===== config.mk =====
export PLATFORM = sky130hd
export DESIGN_NAME = bech32_string_encoder_flat
export DESIGN_NICKNAME = d
export VERILOG_FILES = /design/src/rtl/b32e_pkg.sv /design/src/rtl/b32e_ifs.sv /design/src/rtl/b32e_queue.sv /design/src/rtl/b32e_front.sv /design/src/rtl/b32e_back.sv /design/src/rtl/bech32_string_encoder.sv /design/src/flat_wrapper.sv
export SDC_FILE = /design/constraint.sdc
export NUM_CORES = 1
export LEC_CHECK = 0
export ABC_AREA = 1
export BUFFER_PORTS_ARGS = -buffer_cell sky130_fd_sc_hd__buf_2
export CAP_MARGIN = 20
export CORE_MARGIN = 2
export CORE_UTILIZATION = 57
export CTS_CLUSTER_DIAMETER = 60
export DETAILED_ROUTE_END_ITERATION = 10
export MAX_ROUTING_LAYER = met4
export PLACE_DENSITY = 0.86
export SLEW_MARGIN = 5
export SYNTH_ARGS = -nofsm -noshare
export SYNTH_HDL_FRONTEND = slang
export SYNTH_SLANG_ARGS = --single-unit

===== constraint.sdc =====
create_clock -name clk_i -period 2.4 [get_ports clk_i]
set_input_delay 0.24 -clock clk_i [delete_from_list [all_inputs] [get_ports clk_i]]
set_output_delay 0.24 -clock clk_i [all_outputs]
set_load 0.005 [all_outputs]

===== src/rtl/b32e_pkg.sv =====
// ----------------------------------------------------------------------------
// Bech32 encoder package
// Shared types, constants and checksum helpers for the Bech32 string encoder.
// ----------------------------------------------------------------------------
package b32e_pkg;

  localparam int unsigned PrefixDepth = 64;

  typedef enum logic [1:0] {
    OP_PREFIX = 2'd0,
    OP_DATA   = 2'd1,
    OP_FINISH = 2'd2,
    OP_UNUSED = 2'd3
  } op_e;

  typedef struct packed {
    op_e        kind;
    logic       do_sep;
    logic [7:0] value;
  } cmd_t;

  typedef enum logic [3:0] {
    ST_IDLE,
    ST_PREFIX,
    ST_SEP_START,
    ST_REPLAY,
    ST_SEP_EMIT,
    ST_DATA_SYM0,
    ST_DATA_SYM1,
    ST_PAD,
    ST_CHK_FEED,
    ST_CHK_OUT
  } state_e;

  localparam logic [4:0][29:0] Gen = {
    30'h2a1462b3, 30'h3d4233dd, 30'h1ea119fa, 30'h26508e6d, 30'h3b6a57b2
  };

  localparam logic [255:0] Charset = "qpzry9x8gf2tvdw0s3jn54khce6mua7l";

  localparam logic [7:0] SepChar = 8'h31;

  localparam logic [29:0] PolymodInit = 30'd1;

  function automatic logic [29:0] polymod_feed(logic [29:0] pm, logic [4:0] v);
    logic [29:0] r;
    logic [4:0]  top;
    top = pm[29:25];
    r   = {pm[24:0], v};
    for (int k = 0; k < 5; k++) begin
      if (top[k]) begin
        r = r ^ Gen[k];
      end
    end
    return r;
  endfunction

  function automatic logic [7:0] sym_char(logic [4:0] s);
    logic [4:0] idx;
    idx = 5'd31 - s;
    return Charset[{idx, 3'b000} +: 8];
  endfunction

endpackage


===== src/rtl/b32e_ifs.sv =====
// ----------------------------------------------------------------------------
// Bech32 encoder channels
// Valid/ready channel interfaces for the request and result streams.
// ----------------------------------------------------------------------------
interface b32e_in_if;
  logic       valid;
  logic       ready;
  logic [1:0] operation;
  logic [7:0] byte_value;

  modport source (output valid, output operation, output byte_value, input ready);
  modport sink   (input valid, input operation, input byte_value, output ready);
endinterface

interface b32e_out_if;
  logic       valid;
  logic       ready;
  logic [7:0] out_char;
  logic       last_of_run;
  logic       end_of_string;

  modport source (output valid, output out_char, output last_of_run,
                  output end_of_string, input ready);
  modport sink   (input valid, input out_char, input last_of_run,
                  input end_of_string, output ready);
endinterface


===== src/rtl/b32e_queue.sv =====
// ----------------------------------------------------------------------------
// Bech32 encoder command queue
// Two-entry FIFO between the classifier and the sequencer.
// ----------------------------------------------------------------------------
module b32e_queue (
  input  logic            clk_i,
  input  logic            rst_ni,
  input  logic            push_i,
  input  b32e_pkg::cmd_t  cmd_i,
  output logic            full_o,
  input  logic            pop_i,
  output logic            empty_o,
  output b32e_pkg::cmd_t  cmd_o
);

  b32e_pkg::cmd_t entry_q [2];
  logic           wptr_q, wptr_d;
  logic           rptr_q, rptr_d;
  logic [1:0]     count_q, count_d;
  logic           do_push, do_pop;

  assign full_o  = (count_q == 2'd2);
  assign empty_o = (count_q == 2'd0);
  assign cmd_o   = entry_q[rptr_q];
  assign do_push = push_i && !full_o;
  assign do_pop  = pop_i && !empty_o;

  always_comb begin
    wptr_d  = do_push ? ~wptr_q : wptr_q;
    rptr_d  = do_pop  ? ~rptr_q : rptr_q;
    count_d = count_q + {1'b0, do_push} - {1'b0, do_pop};
  end

  always_ff @(posedge clk_i or negedge rst_ni) begin
    if (!rst_ni) begin
      wptr_q  <= 1'b0;
      rptr_q  <= 1'b0;
      count_q <= 2'd0;
    end else begin
      wptr_q  <= wptr_d;
      rptr_q  <= rptr_d;
      count_q <= count_d;
    end
  end

  always_ff @(posedge clk_i) begin
    if (do_push) begin
      entry_q[wptr_q] <= cmd_i;
    end
  end

endmodule


===== src/rtl/b32e_front.sv =====
// ----------------------------------------------------------------------------
// Bech32 encoder front end
// Accepts requests, drops ignored ones and tags where the separator goes.
// ----------------------------------------------------------------------------
module b32e_front #(
  parameter int unsigned PREFIX_DEPTH = b32e_pkg::PrefixDepth
) (
  input  logic            clk_i,
  input  logic            rst_ni,
  b32e_in_if.sink         in_i,
  output logic            push_o,
  output b32e_pkg::cmd_t  cmd_o,
  input  logic            full_i
);

  localparam int unsigned LenW = $clog2(PREFIX_DEPTH + 1);

  logic            sep_q, sep_d;
  logic [LenW-1:0] len_q, len_d;
  logic            accept;
  b32e_pkg::op_e   op;

  assign in_i.ready = !full_i;
  assign accept     = in_i.valid && !full_i;
  assign op         = b32e_pkg::op_e'(in_i.operation);

  always_comb begin
    sep_d        = sep_q;
    len_d        = len_q;
    push_o       = 1'b0;
    cmd_o.kind   = op;
    cmd_o.do_sep = !sep_q;
    cmd_o.value  = in_i.byte_value;
    if (accept) begin
      case (op)
        b32e_pkg::OP_PREFIX: begin
          if (!sep_q && (len_q < LenW'(PREFIX_DEPTH))) begin
            push_o = 1'b1;
            len_d  = len_q + 1'b1;
          end
        end
        b32e_pkg::OP_DATA: begin
          push_o = 1'b1;
          sep_d  = 1'b1;
        end
        b32e_pkg::OP_FINISH: begin
          push_o = 1'b1;
          sep_d  = 1'b0;
          len_d  = '0;
        end
        default: begin
          push_o = 1'b0;
        end
      endcase
    end
  end

  always_ff @(posedge clk_i or negedge rst_ni) begin
    if (!rst_ni) begin
      sep_q <= 1'b0;
      len_q <= '0;
    end else begin
      sep_q <= sep_d;
      len_q <= len_d;
    end
  end

endmodule


===== src/rtl/b32e_back.sv =====
// ----------------------------------------------------------------------------
// Bech32 encoder back end
// Sequencer that runs the checksum, prefix replay and character output.
// ----------------------------------------------------------------------------
module b32e_back #(
  parameter int unsigned PREFIX_DEPTH = b32e_pkg::PrefixDepth
) (
  input  logic            clk_i,
  input  logic            rst_ni,
  input  logic            empty_i,
  input  b32e_pkg::cmd_t  cmd_i,
  output logic            pop_o,
  b32e_out_if.source      out_o
);

  localparam int unsigned LenW = $clog2(PREFIX_DEPTH + 1);
  localparam int unsigned IdxW = (PREFIX_DEPTH > 1) ? $clog2(PREFIX_DEPTH) : 1;

  b32e_pkg::state_e state_q, state_d;
  b32e_pkg::cmd_t   cmd_q;
  logic [29:0]      pm_q, pm_d;
  logic [LenW-1:0]  len_q, len_d;
  logic [LenW-1:0]  idx_q, idx_d;
  logic             rd_valid_q, rd_valid_d;
  logic [3:0]       acc_q, acc_d;
  logic [2:0]       bh_q, bh_d;
  logic [2:0]       cnt_q, cnt_d;

  logic [4:0]       mem [PREFIX_DEPTH];
  logic [4:0]       rd_data_q;
  logic             rd_en, wr_en;
  logic [IdxW-1:0]  rd_addr;

  logic             out_valid_q, out_valid_d;
  logic [7:0]       out_char_q;
  logic             out_last_q, out_eos_q;
  logic             emit_req, emit_last, emit_eos, load;
  logic [7:0]       emit_char;

  logic [11:0]      comb;
  logic [3:0]       nb;
  logic             two_syms;
  logic [4:0]       sym0, sym1, pad_sym;
  logic [2:0]       rem;
  logic [3:0]       new_acc;
  logic [11:0]      rem_mask;

  always_comb begin
    comb     = {acc_q, cmd_q.value};
    nb       = {1'b0, bh_q} + 4'd8;
    two_syms = (nb >= 4'd10);
    sym0     = 5'(comb >> (nb - 4'd5));
    sym1     = 5'(comb >> (nb - 4'd10));
    rem      = two_syms ? 3'(nb - 4'd10) : 3'(nb - 4'd5);
    rem_mask = (12'd1 << rem) - 12'd1;
    new_acc  = 4'(comb & rem_mask);
    pad_sym  = 5'({1'b0, acc_q} << (3'd5 - bh_q));
  end

  assign load = emit_req && (!out_valid_q || out_o.ready);

  always_comb begin
    state_d    = state_q;
    pm_d       = pm_q;
    len_d      = len_q;
    idx_d      = idx_q;
    rd_valid_d = rd_valid_q;
    acc_d      = acc_q;
    bh_d       = bh_q;
    cnt_d      = cnt_q;
    pop_o      = 1'b0;
    rd_en      = 1'b0;
    rd_addr    = idx_q[IdxW-1:0];
    wr_en      = 1'b0;
    emit_req   = 1'b0;
    emit_char  = cmd_q.value;
    emit_last  = 1'b0;
    emit_eos   = 1'b0;
    case (state_q)
      b32e_pkg::ST_IDLE: begin
        if (!empty_i) begin
          pop_o = 1'b1;
          if (cmd_i.kind == b32e_pkg::OP_PREFIX) begin
            state_d = b32e_pkg::ST_PREFIX;
          end else if (cmd_i.do_sep) begin
            state_d = b32e_pkg::ST_SEP_START;
          end else if (cmd_i.kind == b32e_pkg::OP_DATA) begin
            state_d = b32e_pkg::ST_DATA_SYM0;
          end else if (bh_q != 3'd0) begin
            state_d = b32e_pkg::ST_PAD;
          end else begin
            state_d = b32e_pkg::ST_CHK_FEED;
          end
        end
      end
      b32e_pkg::ST_PREFIX: begin
        emit_req  = 1'b1;
        emit_char = cmd_q.value;
        emit_last = 1'b1;
        if (load) begin
          wr_en   = 1'b1;
          pm_d    = b32e_pkg::polymod_feed(pm_q, {2'b00, cmd_q.value[7:5]});
          len_d   = len_q + 1'b1;
          state_d = b32e_pkg::ST_IDLE;
        end
      end
      b32e_pkg::ST_SEP_START: begin
        pm_d       = b32e_pkg::polymod_feed(pm_q, 5'd0);
        rd_en      = 1'b1;
        rd_addr    = '0;
        rd_valid_d = (len_q != '0);
        idx_d      = LenW'(1);
        state_d    = b32e_pkg::ST_REPLAY;
      end
      b32e_pkg::ST_REPLAY: begin
        if (rd_valid_q) begin
          pm_d       = b32e_pkg::polymod_feed(pm_q, rd_data_q);
          rd_en      = (idx_q < len_q);
          rd_valid_d = (idx_q < len_q);
          if (idx_q < len_q) begin
            idx_d = idx_q + 1'b1;
          end
        end else begin
          state_d = b32e_pkg::ST_SEP_EMIT;
        end
      end
      b32e_pkg::ST_SEP_EMIT: begin
        emit_req  = 1'b1;
        emit_char = b32e_pkg::SepChar;
        if (load) begin
          if (cmd_q.kind == b32e_pkg::OP_DATA) begin
            state_d = b32e_pkg::ST_DATA_SYM0;
          end else if (bh_q != 3'd0) begin
            state_d = b32e_pkg::ST_PAD;
          end else begin
            state_d = b32e_pkg::ST_CHK_FEED;
          end
        end
      end
      b32e_pkg::ST_DATA_SYM0: begin
        emit_req  = 1'b1;
        emit_char = b32e_pkg::sym_char(sym0);
        emit_last = !two_syms;
        if (load) begin
          pm_d = b32e_pkg::polymod_feed(pm_q, sym0);
          if (two_syms) begin
            state_d = b32e_pkg::ST_DATA_SYM1;
          end else begin
            acc_d   = new_acc;
            bh_d    = rem;
            state_d = b32e_pkg::ST_IDLE;
          end
        end
      end
      b32e_pkg::ST_DATA_SYM1: begin
        emit_req  = 1'b1;
        emit_char = b32e_pkg::sym_char(sym1);
        emit_last = 1'b1;
        if (load) begin
          pm_d    = b32e_pkg::polymod_feed(pm_q, sym1);
          acc_d   = new_acc;
          bh_d    = rem;
          state_d = b32e_pkg::ST_IDLE;
        end
      end
      b32e_pkg::ST_PAD: begin
        emit_req  = 1'b1;
        emit_char = b32e_pkg::sym_char(pad_sym);
        if (load) begin
          pm_d    = b32e_pkg::polymod_feed(pm_q, pad_sym);
          cnt_d   = 3'd0;
          state_d = b32e_pkg::ST_CHK_FEED;
        end
      end
      b32e_pkg::ST_CHK_FEED: begin
        pm_d  = b32e_pkg::polymod_feed(pm_q, 5'd0);
        cnt_d = cnt_q + 3'd1;
        if (cnt_q == 3'd5) begin
          pm_d    = b32e_pkg::polymod_feed(pm_q, 5'd0) ^ 30'd1;
          cnt_d   = 3'd0;
          state_d = b32e_pkg::ST_CHK_OUT;
        end
      end
      b32e_pkg::ST_CHK_OUT: begin
        emit_req  = 1'b1;
        emit_char = b32e_pkg::sym_char(pm_q[29:25]);
        emit_last = (cnt_q == 3'd5);
        emit_eos  = (cnt_q == 3'd5);
        if (load) begin
          pm_d  = {pm_q[24:0], 5'd0};
          cnt_d = cnt_q + 3'd1;
          if (cnt_q == 3'd5) begin
            pm_d    = b32e_pkg::PolymodInit;
            len_d   = '0;
            acc_d   = 4'd0;
            bh_d    = 3'd0;
            cnt_d   = 3'd0;
            state_d = b32e_pkg::ST_IDLE;
          end
        end
      end
      default: begin
        state_d = b32e_pkg::ST_IDLE;
      end
    endcase
  end

  always_comb begin
    if (load) begin
      out_valid_d = 1'b1;
    end else if (out_o.ready) begin
      out_valid_d = 1'b0;
    end else begin
      out_valid_d = out_valid_q;
    end
  end

  always_ff @(posedge clk_i or negedge rst_ni) begin
    if (!rst_ni) begin
      state_q     <= b32e_pkg::ST_IDLE;
      pm_q        <= b32e_pkg::PolymodInit;
      len_q       <= '0;
      idx_q       <= '0;
      rd_valid_q  <= 1'b0;
      acc_q       <= 4'd0;
      bh_q        <= 3'd0;
      cnt_q       <= 3'd0;
      out_valid_q <= 1'b0;
    end else begin
      state_q     <= state_d;
      pm_q        <= pm_d;
      len_q       <= len_d;
      idx_q       <= idx_d;
      rd_valid_q  <= rd_valid_d;
      acc_q       <= acc_d;
      bh_q        <= bh_d;
      cnt_q       <= cnt_d;
      out_valid_q <= out_valid_d;
    end
  end

  always_ff @(posedge clk_i) begin
    if (pop_o) begin
      cmd_q <= cmd_i;
    end
    if (load) begin
      out_char_q <= emit_char;
      out_last_q <= emit_last;
      out_eos_q  <= emit_eos;
    end
  end

  always_ff @(posedge clk_i) begin
    if (wr_en) begin
      mem[len_q[IdxW-1:0]] <= cmd_q.value[4:0];
    end
    if (rd_en) begin
      rd_data_q <= mem[rd_addr];
    end
  end

  assign out_o.valid         = out_valid_q;
  assign out_o.out_char      = out_char_q;
  assign out_o.last_of_run   = out_last_q;
  assign out_o.end_of_string = out_eos_q;

endmodule


===== src/rtl/bech32_string_encoder.sv =====
// The first character of a request passes through the command queue, the sequencer's
// command register and the output register. The sequencer finishes each command
// before it pops the next, while the queue keeps accepting requests until full.
// Separator: one stored prefix entry read per cycle, replayed into the checksum.
// Finish: up to 1 pad + 6 checksum steps + 6 characters. No clearing pass after reset.
// ----------------------------------------------------------------------------
// Bech32 string encoder
// Builds a Bech32 string with its checksum from prefix, data and finish requests.
// ----------------------------------------------------------------------------
module bech32_string_encoder #(
  parameter int unsigned PREFIX_DEPTH = b32e_pkg::PrefixDepth
) (
  input  logic        clk_i,
  input  logic        rst_ni,
  b32e_in_if.sink     in_i,
  b32e_out_if.source  out_o
);

  logic           push;
  logic           pop;
  logic           full;
  logic           empty;
  b32e_pkg::cmd_t front_cmd;
  b32e_pkg::cmd_t head_cmd;

  b32e_front #(
    .PREFIX_DEPTH (PREFIX_DEPTH)
  ) u_front (
    .clk_i  (clk_i),
    .rst_ni (rst_ni),
    .in_i   (in_i),
    .push_o (push),
    .cmd_o  (front_cmd),
    .full_i (full)
  );

  b32e_queue u_queue (
    .clk_i   (clk_i),
    .rst_ni  (rst_ni),
    .push_i  (push),
    .cmd_i   (front_cmd),
    .full_o  (full),
    .pop_i   (pop),
    .empty_o (empty),
    .cmd_o   (head_cmd)
  );

  b32e_back #(
    .PREFIX_DEPTH (PREFIX_DEPTH)
  ) u_back (
    .clk_i   (clk_i),
    .rst_ni  (rst_ni),
    .empty_i (empty),
    .cmd_i   (head_cmd),
    .pop_o   (pop),
    .out_o   (out_o)
  );

endmodule

===== src/flat_wrapper.sv =====
// flat-port wrapper written by rule: the top's interface ports become plain ports
module bech32_string_encoder_flat 
#(
  parameter int unsigned PREFIX_DEPTH = b32e_pkg::PrefixDepth
)
  (clk_i, rst_ni, in_i_valid, in_i_operation, in_i_byte_value, in_i_ready, out_o_valid, out_o_out_char, out_o_last_of_run, out_o_end_of_string, out_o_ready);
  b32e_in_if in_i_i ();
  b32e_out_if out_o_i ();
  input  logic clk_i;
  input  logic rst_ni;
  input wire logic [$bits(in_i_i.valid)-1:0] in_i_valid;
  input wire logic [$bits(in_i_i.operation)-1:0] in_i_operation;
  input wire logic [$bits(in_i_i.byte_value)-1:0] in_i_byte_value;
  output wire logic [$bits(in_i_i.ready)-1:0] in_i_ready;
  output wire logic [$bits(out_o_i.valid)-1:0] out_o_valid;
  output wire logic [$bits(out_o_i.out_char)-1:0] out_o_out_char;
  output wire logic [$bits(out_o_i.last_of_run)-1:0] out_o_last_of_run;
  output wire logic [$bits(out_o_i.end_of_string)-1:0] out_o_end_of_string;
  input wire logic [$bits(out_o_i.ready)-1:0] out_o_ready;
  assign in_i_i.valid = in_i_valid;
  assign in_i_i.operation = in_i_operation;
  assign in_i_i.byte_value = in_i_byte_value;
  assign in_i_ready = in_i_i.ready;
  assign out_o_valid = out_o_i.valid;
  assign out_o_out_char = out_o_i.out_char;
  assign out_o_last_of_run = out_o_i.last_of_run;
  assign out_o_end_of_string = out_o_i.end_of_string;
  assign out_o_i.ready = out_o_ready;
  bech32_string_encoder #(.PREFIX_DEPTH(PREFIX_DEPTH)) u_core (.clk_i(clk_i), .rst_ni(rst_ni), .in_i(in_i_i), .out_o(out_o_i));
endmodule

==> After elaboration in Yosys (flattened, before gate mapping) <==
Memories as Yosys holds them, arrays and structs flattened. A register that Yosys moved wholly into a read port is not among the register bits.
Cells that the tools add are included.
{ "word_totals": {"ramBits": 342, "word_cells": 321, "n_memories": 2, "regBits": 92} }
{ "mem_list": {"columns": ["name", "words", "width", "read_ports", "rd_ports_with_merged_regs", "wr", "line_no", "source"], "rows": [
  ["u_core.u_back.mem", 64, 5, 1, 1, 1, "b32e_back.sv:29", "logic [4:0] mem [PREFIX_DEPTH];"],
  ["u_core.u_queue.entry_q", 2, 11, 1, 0, 1, "b32e_queue.sv:16", "b32e_pkg::cmd_t entry_q [2];"]
]} }
{ "classes": {"shift": 8, "reduce_logical": 36, "n_lt_le_gt_ge": 3, "n_eq_ne": 30, "bitwise_logic": 42, "n_mux": 166, "n_addsub": 15} }
{ "op_table": {"columns": ["cell", "count"], "rows": [
  ["30-bit 2-to-1 mux", 96],
  ["256-bit by 9-bit variable part select with 8-bit output (first input constant)", 4],
  ["30-bit case mux with 8 select lines", 1],
  ["29-bit 2-to-1 mux", 8],
  ["17-bit NOT", 8],
  ["16-bit NOT", 8],
  ["14-bit NOT", 8],
  ["18-bit NOT", 6],
  ["13-bit NOT", 8],
  ["4-bit 2-to-1 mux", 17],
  ["7-bit 2-to-1 mux", 6],
  ["7-bit case mux with 2 select lines", 3],
  ["8-bit case mux with 5 select lines", 1],
  ["4-bit case mux with 9 select lines", 1],
  ["3-bit 2-to-1 mux", 10],
  ["2-bit != test (second input constant)", 14],
  ["12-bit by 4-bit right shift with 5-bit output", 2],
  ["7-bit by 1-bit adder with 7-bit output (second input constant)", 3],
  ["5-bit subtractor (first input constant)", 4],
  ["3-bit case mux with 3 select lines", 2],
  ["4-bit by 3-bit equality test with 1-bit output (second input constant)", 4],
  ["1-bit 2-to-1 mux", 14],
  ["4-bit case mux with 3 select lines", 1],
  ["2-bit nonzero test", 5],
  ["other kinds (41)", 66]
]} }

==> Logic depth before layout (Yosys ltp) <==
Gate-level depths: netlist of the first run.
{ "depth": {"word_depth": 23, "ltp_mapped": 21} }

==> Hierarchy <==
Synthesis of the first run repeated with hierarchy kept, for this count alone.
{ "unflattened": {"hier_cells": 1985, "area_unflattened_um2": 21040.2} }
{ "by_module_without_submodules": {"columns": ["module", "seq_area_each_um2", "cells_each", "area_per_inst_um2", "n_inst"], "rows": [
  ["b32e_back", 11862.6, 1815, 19397.4, 1],
  ["b32e_queue", 760.7, 91, 1037.2, 1],
  ["b32e_front", 200.2, 79, 605.6, 1]
]} }

==> Least setup slack after synthesis of the first run <==
OpenSTA, ideal clock, no wires.
{ "synth_timing": {"path_kind": "register to register", "from": "register u_core.u_back.cmd_q[4] (netlist bit)", "to": "register u_core.u_back.out_char_q[2] (netlist: u_core.u_back.out_o.out_char[2]) (data pin)", "setup_time_ns": 0.256, "n_path_buf": 0, "stages_incl_launch_ff": 16, "setup_slack_ns": -0.169, "arrival_time_ns": 2.313, "cell_sequence": "edfxtp_1 -> nand2_1 -> nand3_1 -> nand3_1 -> nand2_1 -> nand2_1 -> nand2_1 -> nand2_1 -> nand2_2 -> nand2_1 -> nand2_1 -> nand2_1 -> nand3_1 -> nand2_1 -> nand2_1 -> nand2_1"} }
{ "synth_between": {"elab_chain_cells": 4, "elab_cells_between_ends": 7} }
{ "synth_rtl": {"columns": ["element", "line_no", "source"], "rows": [
  ["start, declared", "b32e_back.sv:20", "b32e_pkg::cmd_t cmd_q;"],
  ["start signal, assigned", "b32e_back.sv:244", "cmd_q <= cmd_i;"],
  ["12-bit by 4-bit right shift with 5-bit output, on equally long branches", "b32e_back.sv:53, b32e_back.sv:52", null],
  ["5-bit subtractor", "b32e_pkg.sv:60", "idx = 5'd31 - s;"],
  ["256-bit by 9-bit variable part select with 8-bit output", "b32e_pkg.sv:61", "return Charset[{idx, 3'b000} +: 8];"],
  ["8-bit case mux with 5 select lines *", "b32e_back.sv:79", "case (state_q)"],
  ["named net u_core.u_back.emit_char[2]", "b32e_back.sv:38", "logic [7:0] emit_char;"],
  ["end signal, assigned", "b32e_back.sv:247", "out_char_q <= emit_char;"],
  ["end, declared", "b32e_back.sv:35", "logic [7:0] out_char_q;"]
]} }
Mark *: on every way through the listed nets, which the timed path passes. The rest lies on a longest branch.
A chain may end at the register's enable or synchronous reset.

==> Worst setup path in the final report of the first run <==
{ "layout_timing": {"from": "register u_core.u_back.bh_q[0]", "to": "register u_core.u_back.out_char_q[6] (netlist: u_core.u_back.out_o.out_char[6]) (data pin)"} }
{ "layout_between": {"elab_chain_cells": 6, "elab_cells_between_ends": 14} }
{ "layout_rtl": {"columns": ["element", "line_no", "source"], "rows": [
  ["start, declared", "b32e_back.sv:26", "logic [2:0] bh_q, bh_d;"],
  ["start signal, assigned", "b32e_back.sv:236", "bh_q <= bh_d;"],
  ["3-bit by 4-bit adder with 4-bit output", "b32e_back.sv:50", "nb = {1'b0, bh_q} + 4'd8;"],
  ["4-bit subtractor / 4-bit by 3-bit subtractor with 4-bit output (equally long branches)", null, null],
  ["12-bit by 4-bit right shift with 5-bit output, on equally long branches", "b32e_back.sv:53, b32e_back.sv:52", null],
  ["5-bit subtractor", "b32e_pkg.sv:60", null],
  ["256-bit by 9-bit variable part select with 8-bit output", "b32e_pkg.sv:61", null],
  ["8-bit case mux with 5 select lines *", "b32e_back.sv:79", null],
  ["named net u_core.u_back.emit_char[6]", "b32e_back.sv:38", null]
]} }
Marked as above.

==> metrics.md, run 1 <==
| Metric | Value |
|---|---|
| Share of synthesized area occupied by flip-flops and latches | `between 60 and 70%` |
| Post-synthesis net count | `just under 2000` |
| Number of rows in the core area | `70` |
| Vias per cell | `6.355` |
| Die outline area | `between 0.03 and 0.04 mm2` |
| Series of cell instances along the critical path | `inv_2 > buf_4 > ha_4 > clkbuf_16 > or2_2 > nand3_2 > nand3_2 > nand3_4 > buf_4 > nand3_1 > nand3_2 > nand3_1 > nand3_1 > nand2_1` |
| Post-CTS clock slew at the launch and capture registers of the worst setup and hold paths | `0.06 ns` |
| Share of the synthesized area in the top cell type | `between 50% and 60%` |
| Number of hold-slack violations in the final timing report | `0` |
| Post-detailed-routing wire length | `between 50000 and 60000 um` |
| Avg Synthesized Cell Area | `10.93 um2` |
| Estimated wirelength of the detail-placed design | `36760 um` |
| Warning count from the yosys run | `0` |
| Worst hold path type | `primary input to flip-flop` |
| Maximum VDD drop | `between 800 and 900 uV` |
| Vias in the first global route | `between 15000 and 20000` |
| Total grt overflow | `0` |
| CP max FO | `6` |
| Detail Route met2 WL | `between 20000 and 30000 um` |
| 1st-pass router iterations | `8` |
| FFs w/ async S/R, synth | `16.40%` |
| Number of enable-type register cells in the synthesized netlist | `between 300 and 400` |
| Summed area of non-filler cells in the final layout | `approximately 0.025 mm2` |
| Post-route worst setup slack | `-0.06464 ns` |
| Top post-synthesis cells by area | `sky130_fd_sc_hd__edfxtp_1 (53%), sky130_fd_sc_hd__dfrtp_1 (8.5%), sky130_fd_sc_hd__nand3_1 (6.0%), sky130_fd_sc_hd__o211ai_1 (6.0%), sky130_fd_sc_hd__nand2_1 (4.3%)` |
| Status | `finished, violations left` |
| Critical-path top delay cell | `sky130_fd_sc_hd__dfrtp_1` |
| Floorplan Core Area | `0.03635 mm2` |
| Top FF cell, synth | `sky130_fd_sc_hd__edfxtp_1` |
| Pre-CTS worst setup slack | `-0.4315 ns` |
| Flip-flop and latch count after synthesis | `439` |
| Clock network latency to the later pin of the worst-skew pair | `roughly 0.59 ns` |
| Max Fclk | `about 400 MHz` |
| Ratio of cells with drive above 1 in the final layout | `between 20% and 30%` |
| Path type of the worst setup path | `flip-flop to flip-flop` |
| Clock buffer count from CTS | `44` |
| Crit path time final | `between 2 and 2.5 ns` |
| Most common cell after layout, fill and taps aside | `sky130_fd_sc_hd__edfxtp_1` |
| WL met3 | `between 5000 and 6000 um` |
| Starting density of the core | `between 50% and 60%` |
| Max layer used | `met4` |
| Antenna violations before repair | `0` |
| Layout net count | `approximately 2100` |
| Transition at the pin with the smallest max-transition slack | `about 0.84 ns` |
| Crit path max-delay family | `simple AND/OR/NAND/NOR gates` |
| Netlist Area Pre-Place | `0.02089 mm2` |
| Post-Synthesis Cells | `around 1900` |
| H-tree depth | `2` |
| Clock tree root driver cell | `sky130_fd_sc_hd__clkbuf_16` |
| Count of maximum capacitance violations | `0` |
| Violated checks | `setup timing` |
| Wire per inst | `22.93 um` |
| Total power | `between 30 and 40 mW` |
| Total DRC errors in the routed layout | `0` |
| Post-placement cell area | `approximately 0.022 mm2` |
| Clock tree buffer depth | `3` |
| Unrepaired setup endpoints after global routing | `yes` |
| Critical path data required time | `between 2 and 3 ns` |
| Worst EP arrival | `2.80 ns` |
| Nature of the critical path endpoint | `flip-flop` |
| First-pass GRT wire length | `between 80000 and 90000 um` |
| Leakage power | `9.220 nW` |
| Setup Skew | `around 0.019 ns` |
| Detailed-route wire length on metal 1 | `22350 um` |
| Period Utilization, post-route | `102.7%` |
| Endpoints failing setup | `6` |
| Die height | `~200 um` |
| Violation count after the first detailed-routing iteration | `2108` |
| Layout overhead on the synthesized area | `19.79%` |
| Area occupied by multi-input gates | `a little under 0.008 mm2` |
| Clock tree from TritonCTS | `done` |
| CP Buf/Inv Count | `4` |
| Number of different library cells in the post-synthesis netlist | `56` |
| Total vias in the final route | `approximately 16000` |
| Power Dens Cells | `between 1000 and 1500 mW/mm2` |
| Largest area contributor in the synthesized netlist | `sky130_fd_sc_hd__edfxtp_1` |
| Area occupied by registers | `about 0.013 mm2` |
| Number of buffer cells added on primary ports | `25` |
| Core Util, Final | `between 60% and 70%` |
| Startpoint kind of the worst setup timing path | `flip-flop` |
| Width of the die | `a little under 200 um` |
| Top-Level Pins | `26` |
| Highest-count cells in the layout ignoring fill and taps | `sky130_fd_sc_hd__edfxtp_1 (367), sky130_fd_sc_hd__nand3_1 (219), sky130_fd_sc_hd__nand2_1 (207), sky130_fd_sc_hd__o211ai_1 (166), sky130_fd_sc_hd__buf_4 (163)` |
| Worst slew margin relative to its limit | `between 40 and 50%` |
| CTS sink count | `439` |
| Total of fill cells in the finished design | `2416` |
| Number of pins with negative max-slew slack in the final report | `0` |
| Maximum number of pins on one net before global-route repair | `73` |
| Placer Congestion | `roughly 1.0` |
| GRT Overall Usage | `a little under a third` |
| Delay contributed by the slowest stage of the critical path | `approximately 0.40 ns` |
| Number of nets with antenna violations after routing | `0` |
==> state kept, by name, indices dropped and copies added, names as in the netlist, 4 cells and up <==
register	cells
u_core.u_back.cmd_q	10
u_core.u_back.mem	320
u_core.u_back.out_o.out_char	8
u_core.u_back.idx_q	7
u_core.u_back.acc_q	4
u_core.u_back.state_q	4
u_core.u_back.rd_data_q	5
u_core.u_queue.entry_q	22
u_core.u_back.len_q	7
u_core.u_front.len_q	7
u_core.u_back.pm_q	30
==> through the flow <==
step | hold WS, ns | instances | TNS [ns]
final | 0.06674 | 2596 | -0.1872
after global routing | 0.06006 | 2595 | -1.067
after CTS | 0.04731 | 2575 | -0.008523
after detailed placement | 0.4314 | 2475 | -3.876
after global placement | 0.4289 | 2474 | -4.299
after floorplan | -0.05559 | 1911 | -0.6385
==> power breakdown <==
part           internal (mW)  total (mW)  switching (mW)  leakage, nW
sequential              9.93        10.8           0.865         4.18
combinational           7.42        19.4            12.0         4.32
clock                   4.14        7.06            2.92        0.722
total                   21.5        37.3            15.8         9.22
==> cell families after synthesis <==
kind of cell / synth area share, %
AOI/OAI and AO/OA: 10.21
xor gates and xnor gates: 2.342
and+or+nand+nor: 19.83
adders and majority gates: 1.258
buffers and inverters: 4.450
muxes: 0.5271
DFF: 61.39
==> worst register-to-register path, stage by stage, from the launching register on <==
cell and delay [ns]:
sky130_fd_sc_hd__dfrtp_1 0.40, sky130_fd_sc_hd__inv_2 0.11, sky130_fd_sc_hd__buf_4 0.13, sky130_fd_sc_hd__ha_4 0.22
sky130_fd_sc_hd__clkbuf_16 0.16, sky130_fd_sc_hd__or2_2 0.29, sky130_fd_sc_hd__nand3_2 0.11, sky130_fd_sc_hd__nand3_2 0.12
sky130_fd_sc_hd__nand3_4 0.13, sky130_fd_sc_hd__buf_4 0.13, sky130_fd_sc_hd__nand3_1 0.09, sky130_fd_sc_hd__nand3_2 0.10
sky130_fd_sc_hd__nand3_1 0.07, sky130_fd_sc_hd__nand3_1 0.10, sky130_fd_sc_hd__nand2_1 0.05
==> Yosys cell counts (all sizes together) (2+ instances only) <==
| cell | count |
|---|---|
| o21ai | 54 |
| nand2 | 251 |
| buf | 51 |
| a31oi | 4 |
| nand3 | 251 |
| nor3b | 4 |
| nand4 | 10 |
| clkinv | 3 |
| or2 | 166 |
| mux2i | 2 |
| nor2 | 151 |
| clkbuf | 40 |
| nor4 | 3 |
| nand3b | 3 |
| and3 | 2 |
| inv | 114 |
| xor2 | 38 |
| mux2 | 8 |
| a32o | 2 |
| a21oi | 58 |
| o22ai | 9 |
| o211ai | 166 |
| nor3 | 18 |
| xnor2 | 17 |
| o21a | 2 |
| a211oi | 5 |
| o2111ai | 4 |
| a22oi | 8 |
| ha | 21 |
| dfrtp | 71 |
| edfxtp | 367 |
==> area by class of cell <==
class                   instances  share of cell area [%]
flip-flops and latches        439                   51.26
multi-input cells            1267                   30.75
repair buffers                225                   7.830
clock buffers                  56                   4.705
well taps                     468                   2.340
inverters                     117                   1.910
clock inverters                23                   1.205
diodes                          1                 0.01000
==> worst paths after layout <==
| kind | endpoint | cells past startpoint | slack [ns] | start |
|---|---|---|---|---|
| setup / recovery | u_core.u_back.out_o.out_char[6]$_DFFE_PP_ | 14 | -0.06 | u_core.u_back.bh_q[0]$_DFFE_PN0P_ |
| hold / removal | u_core.u_back.out_o.valid$_DFFE_PN0P_ | 3 | 0.07 | out_o_ready |
| setup reg to reg | u_core.u_back.out_o.out_char[6]$_DFFE_PP_ | 14 | -0.06 | u_core.u_back.bh_q[0]$_DFFE_PN0P_ |
| hold reg to reg | u_core.u_front.sep_q$_DFFE_PN0P_ | 2 | 0.50 | u_core.u_front.sep_q$_DFFE_PN0P_ |
| max in group asynchronous | u_core.u_back.state_q[0]$_DFFE_PN0P_ | 3 | 1.61 | rst_ni |
| min in group asynchronous | u_core.u_back.pm_q[29]$_DFFE_PN0P_ | 2 | 0.18 | rst_ni |
==> per-layer routing <==
layer / vias up / GRT usage, %
li1: 7234 / -
met1: 7904 / 38.75
met2: 1116 / 50.01
met3: 244 / 5.302
met4: 0 / 14.59
met5: - / -
==> what timing repair did <==
action,in CTS,in global routing
pin swaps,7,38
hold endpoints to repair,91,0
resized for setup,50,119
cloned,4,4
hold buffers,11,0
setup buffers,6,15
setup endpoints to repair,122,270
(Power assumes the default switching activity.)
==> run 2, diff against run 1 <==
--- a/config.mk
+++ b/config.mk
@@ -5,7 +5,7 @@
 export SDC_FILE = /design/constraint.sdc
 export NUM_CORES = 1
 export LEC_CHECK = 0
-export ABC_AREA = 1
+export ABC_AREA = 0
 export BUFFER_PORTS_ARGS = -buffer_cell sky130_fd_sc_hd__buf_2
 export CAP_MARGIN = 20
 export CORE_MARGIN = 2
==> run 2 against run 1 <==
Critical path type unchanged. Utilization rose by 6.9 points. Worst hold slack better by 0.094 ns. Fmax down 23%. Sequential share of layout area fell by 3.9 points. Flip-flop and latch count did not move. Synthesized cell count down 18%. The run still ends with setup timing left.
==> metrics.md, run 2 <==
| Metric | Value |
|---|---|
| Clock network latency to the later pin of the worst-skew pair | `0.61 ns (+0.02 ns)` |
| Power Dens Cells | `1392 mW/mm2 (-6.6%)` |
| Post-CTS clock slew at the launch and capture registers of the worst setup and hold paths | `0.07 ns (about the same)` |
| Top FF cell, synth | `sky130_fd_sc_hd__edfxtp_1` |
| Switching component of the power | `15.20 mW (-3.7%)` |
| Die height | `195.0 um (-0.24%)` |
| Total vias in the final route | `16940 (+2.7%)` |
| Series of cell instances along the critical path | `or4b_4 > buf_6 > buf_12 > and3_1 > a211oi_2 > a21oi_1 > mux2i_1 > a21oi_1 > a21oi_2 > o21ai_1` |
| Die outline area | `0.03801 mm2 (-0.48%)` |
| Top-Level Pins | `26 (unchanged)` |
| Transition at the pin with the smallest max-transition slack | `1.086 ns (+0.2448 ns)` |
| Setup Skew | `0.03553 ns (+0.01671 ns)` |
| Clock buffer count from CTS | `45 (+2.3%)` |
| Critical-path top delay cell | `sky130_fd_sc_hd__or4b_4` |
| Wire per inst | `29.57 um (+29%)` |
| Netlist Area Pre-Place | `0.02079 mm2 (-0.49%)` |
| Timing startpoint of the critical path | `u_core.u_back.state_q[2]$_DFFE_PN0P_` |
| Met3 demand-to-capacity share in global routing | `7.668% (+2.4 points)` |
| Final standard cell count with taps included and fillers excluded | `2378 (-8.4%)` |
| Post-placement cell area | `0.02338 mm2 (+4.0%)` |
| Unrepaired setup endpoints after global routing | `yes` |
| Share of synthesized area occupied by flip-flops and latches | `61.69% (+0.30 points)` |
| Startpoint kind of the worst setup timing path | `flip-flop` |
| Number of flip-flops under the largest register name | `320 (unchanged)` |
| Antenna violations before repair | `2 (+2)` |
| Clock tree buffer depth | `3 (unchanged)` |
| Width of the die | `195.0 um (-0.24%)` |
| Number of different library cells in the post-synthesis netlist | `87 (+55%)` |
| Starting density of the core | `58.16% (+0.69 points)` |
| Met1 track demand over resource | `41.20% (+2.4 points)` |
| Number of hold-slack violations in the final timing report | `0 (unchanged)` |
| Worst hold path type | `primary input to flip-flop` |
| Largest area contributor in the synthesized netlist | `sky130_fd_sc_hd__edfxtp_1` |
| CP max FO | `6 (unchanged)` |
| Share of the synthesized area in the top cell type | `53.02% (+0.26 points)` |
| Most used standard cells in the synthesized netlist | `sky130_fd_sc_hd__edfxtp_1 (367), sky130_fd_sc_hd__nor2_1 (149), sky130_fd_sc_hd__nand2_1 (131)` |
| Placed cell count | `2222 (-10%)` |
| Number of enable-type register cells in the synthesized netlist | `367 (unchanged)` |
| Post-detailed-routing wire length | `70320 um (+18%)` |
| Sequential share of power | `29.1% (about the same)` |
| Post-Synthesis Cells | `1567 (-18%)` |
| Avg Synthesized Cell Area | `13.27 um2 (+21%)` |
| GRT Overall Usage | `33.69% (+2.6 points)` |
| Gate power share | `51.8% (-0.3 points)` |
| Cell repeated most along the worst path | `sky130_fd_sc_hd__a21oi_1` |
| Number of nets with antenna violations after routing | `0 (unchanged)` |
| Total DRC errors in the routed layout | `0 (unchanged)` |
| Clock tree root driver cell | `sky130_fd_sc_hd__clkbuf_16` |
| Path type of the worst setup path | `flip-flop to flip-flop` |
| CTS sink count | `439 (unchanged)` |
| Most common cell after layout, fill and taps aside | `sky130_fd_sc_hd__edfxtp_1` |
| Leakage power | `10.10 nW (+9.6%)` |
| 1st-pass router iterations | `8 (unchanged)` |
| Warning count from the yosys run | `0 (unchanged)` |
| Vias per cell | `7.124 (+12%)` |
| GR Util met2 | `51.98% (+2.0 points)` |
| Number of pins with negative max-slew slack in the final report | `0 (unchanged)` |
| Nature of the critical path endpoint | `flip-flop` |
| Post-route worst setup slack | `-0.8048 ns (-0.7402 ns)` |
| Flip-flop and latch count after synthesis | `439 (unchanged)` |
| Layout net count | `1916 (-10%)` |
| Top post-synthesis cells by area | `sky130_fd_sc_hd__edfxtp_1 (53%), sky130_fd_sc_hd__dfrtp_1 (8.5%), sky130_fd_sc_hd__mux4_2 (7.6%), sky130_fd_sc_hd__mux2i_1 (2.9%), sky130_fd_sc_hd__nor2_1 (2.7%)` |
| Status | `finished, violations left` |
| Maximum VDD drop | `853.9 uV (-2.6%)` |
| First-pass GRT wire length | `94170 um (+6.3%)` |
| Violated checks | `setup timing` |
| Max Fclk | `312.0 MHz (-23%)` |
| FFs w/ async S/R, synth | `16.40% (unchanged)` |
| Most frequent cell after synthesis | `sky130_fd_sc_hd__edfxtp_1` |
| Launch point of the worst hold path | `out_o_ready` |
| Highest-count cells in the layout ignoring fill and taps | `sky130_fd_sc_hd__edfxtp_1 (367), sky130_fd_sc_hd__buf_4 (219), sky130_fd_sc_hd__nand2_1 (116), sky130_fd_sc_hd__nor2_1 (89), sky130_fd_sc_hd__a21oi_1 (80)` |
| Floorplan Core Area | `0.03574 mm2 (-1.7%)` |
| Layout overhead on the synthesized area | `30.26%` |
| Accumulated negative setup slack | `-59.10 ns (-58.91 ns)` |
| H-tree depth | `2 (unchanged)` |
| Clock network power share | `19.1% (+0.2 points)` |
| Switching share of power | `40.33% (-2.0 points)` |
| CP Buf/Inv Count | `2 (-2)` |
| Ratio of cells with drive above 1 in the final layout | `37.83% (+13 points)` |
| Estimated wirelength of the detail-placed design | `35660 um (-3.0%)` |
| Number of buffer cells added on primary ports | `25 (unchanged)` |
| Total grt overflow | `0 (unchanged)` |
| Number of rows in the core area | `69 (-1.4%)` |
| Vias in the first global route | `15827 (-1.4%)` |
| Crit path time final | `3.205 ns (+0.7402 ns)` |
| Worst slew margin relative to its limit | `27.40% (-16 points)` |
| Period Utilization, post-route | `133.5% (+31 points)` |
| Summed area of non-filler cells in the final layout | `0.02708 mm2 (+8.2%)` |
| Origin of the critical flop-to-flop path | `u_core.u_back.state_q[2]$_DFFE_PN0P_` |
| Clock tree from TritonCTS | `done` |
| Violation count after the first detailed-routing iteration | `2866 (+36%)` |
| Count of maximum capacitance violations | `0 (unchanged)` |
| Most used routing layer | `met2` |
| Post-synthesis net count | `1602 (-18%)` |
| Maximum number of pins on one net before global-route repair | `66 (-9.6%)` |
| Critical path data required time | `2.74 ns (about the same)` |
| Delay contributed by the slowest stage of the critical path | `0.69 ns (+0.29 ns)` |
| Endpoints failing setup | `387 (+381)` |
| Crit path max-delay family | `compound AO/OA/AOI/OAI gates` |
| Internal Dissipation | `22.49 mW (+4.7%)` |
| Placer Congestion | `0.9536 (-5.4%)` |
| Worst EP arrival | `3.54 ns (+0.74 ns)` |
| Total of fill cells in the finished design | `1830 (-24%)` |
[run 2: cell count changes in the layout (fill, tap and decap cells not counted), moves of 49 or more]
cell / change
sky130_fd_sc_hd__nand2_1: -91
sky130_fd_sc_hd__nand2b_1: +53
sky130_fd_sc_hd__or2_0: -59
sky130_fd_sc_hd__buf_4: +56
sky130_fd_sc_hd__o211ai_1: -157
sky130_fd_sc_hd__mux4_2: +70
sky130_fd_sc_hd__mux2i_1: +49
sky130_fd_sc_hd__nand3_1: -194
sky130_fd_sc_hd__buf_6: +71
sky130_fd_sc_hd__or2_2: -65
sky130_fd_sc_hd__inv_1: -75
[run 2: worst register-to-register path, cell delays in order, from the launching register on]
cell and delay, ns:
sky130_fd_sc_hd__dfrtp_2 0.47, sky130_fd_sc_hd__or4b_4 0.69, sky130_fd_sc_hd__buf_6 0.19, sky130_fd_sc_hd__buf_12 0.13
sky130_fd_sc_hd__and3_1 0.20, sky130_fd_sc_hd__a211oi_2 0.36, sky130_fd_sc_hd__a21oi_1 0.16, sky130_fd_sc_hd__mux2i_1 0.34
sky130_fd_sc_hd__a21oi_1 0.15, sky130_fd_sc_hd__a21oi_2 0.18, sky130_fd_sc_hd__o21ai_1 0.10
[run 2: cell type report]
type | instances | area, um2 | share of cell area [%]
clock inverters | 22 | 272.8 | 1.007
clock buffers | 58 | 1185 | 4.376
multi-input cells | 1004 | 8667 | 32.01
well taps | 461 | 576.8 | 2.130
flip-flops and latches | 439 | 12830 | 47.39
inverters | 25 | 100.1 | 0.3697
diodes | 3 | 7.507 | 0.02772
repair buffers | 366 | 3437 | 12.69
[run 2: kinds of logic after synthesis]
family / share of synthesized area (%)
xor+xnor: 1.721
fa+ha+maj: 1.264
simple gates: 10.33
mux: 11.33
buf+inv: 2.931
compound gates: 10.73
flops: 61.69
[run 2: per-layer routing]
layer  vias to the layer above  wire, um
met3                       564      9251
met4                         0      6064
met2                      1720     32360
li1                       6616         -
met5                         -         0
met1                      8040     22640
[run 2: power groups by stage]
stage	clock (mW)	combinational, mW	sequential [mW]
after floorplan	0	9.50	11.0
after global placement	0	14.3	10.8
after global routing	7.48	20.3	11.0
final	7.22	19.5	11.0
after CTS	7.04	16.1	10.8
after detailed placement	0	14.8	10.9
[run 2: worst paths after layout]
kind	endpoint	slack, ns	depth (start not counted)
worst max-delay path	u_core.u_back.rd_data_q[2]$_DFFE_PP_	-0.80	10
worst min-delay path	u_core.u_back.state_q[2]$_DFFE_PN0P_	0.16	4
worst max register to register	u_core.u_back.rd_data_q[2]$_DFFE_PP_	-0.80	10
worst min register to register	u_core.u_back.pm_q[0]$_DFFE_PN1P_	0.47	2
max in group asynchronous	u_core.u_back.pm_q[0]$_DFFE_PN1P_	1.45	3
min in group asynchronous	u_core.u_back.cnt_q[1]$_DFFE_PN0P_	0.24	2
[run 2: repair_timing]
| item | in CTS | in global routing |
|---|---|---|
| setup buffers | 24 | 31 |
| gates cloned | 10 | 1 |
| endpoints found under the hold margin | 69 | 0 |
| pin swaps | 49 | 60 |
| resized for setup | 89 | 287 |
| endpoints found under the setup margin | 239 | 387 |
| hold buffers | 12 | 0 |
[run 2: stage by stage]
step                setup WS, ns  utilization [%]  power (mW)  hold WS (ns)
floorplan                -0.7009                -       20.54      -0.05559
detailed placement       -0.6341            65.42       25.74        0.3418
global placement         -0.5284            65.42       25.19        0.3255
finish                   -0.8048            75.76       37.69        0.1611
CTS                      -0.4532            71.94       33.93        0.1029
global route             -0.7885            75.75       38.76        0.1468
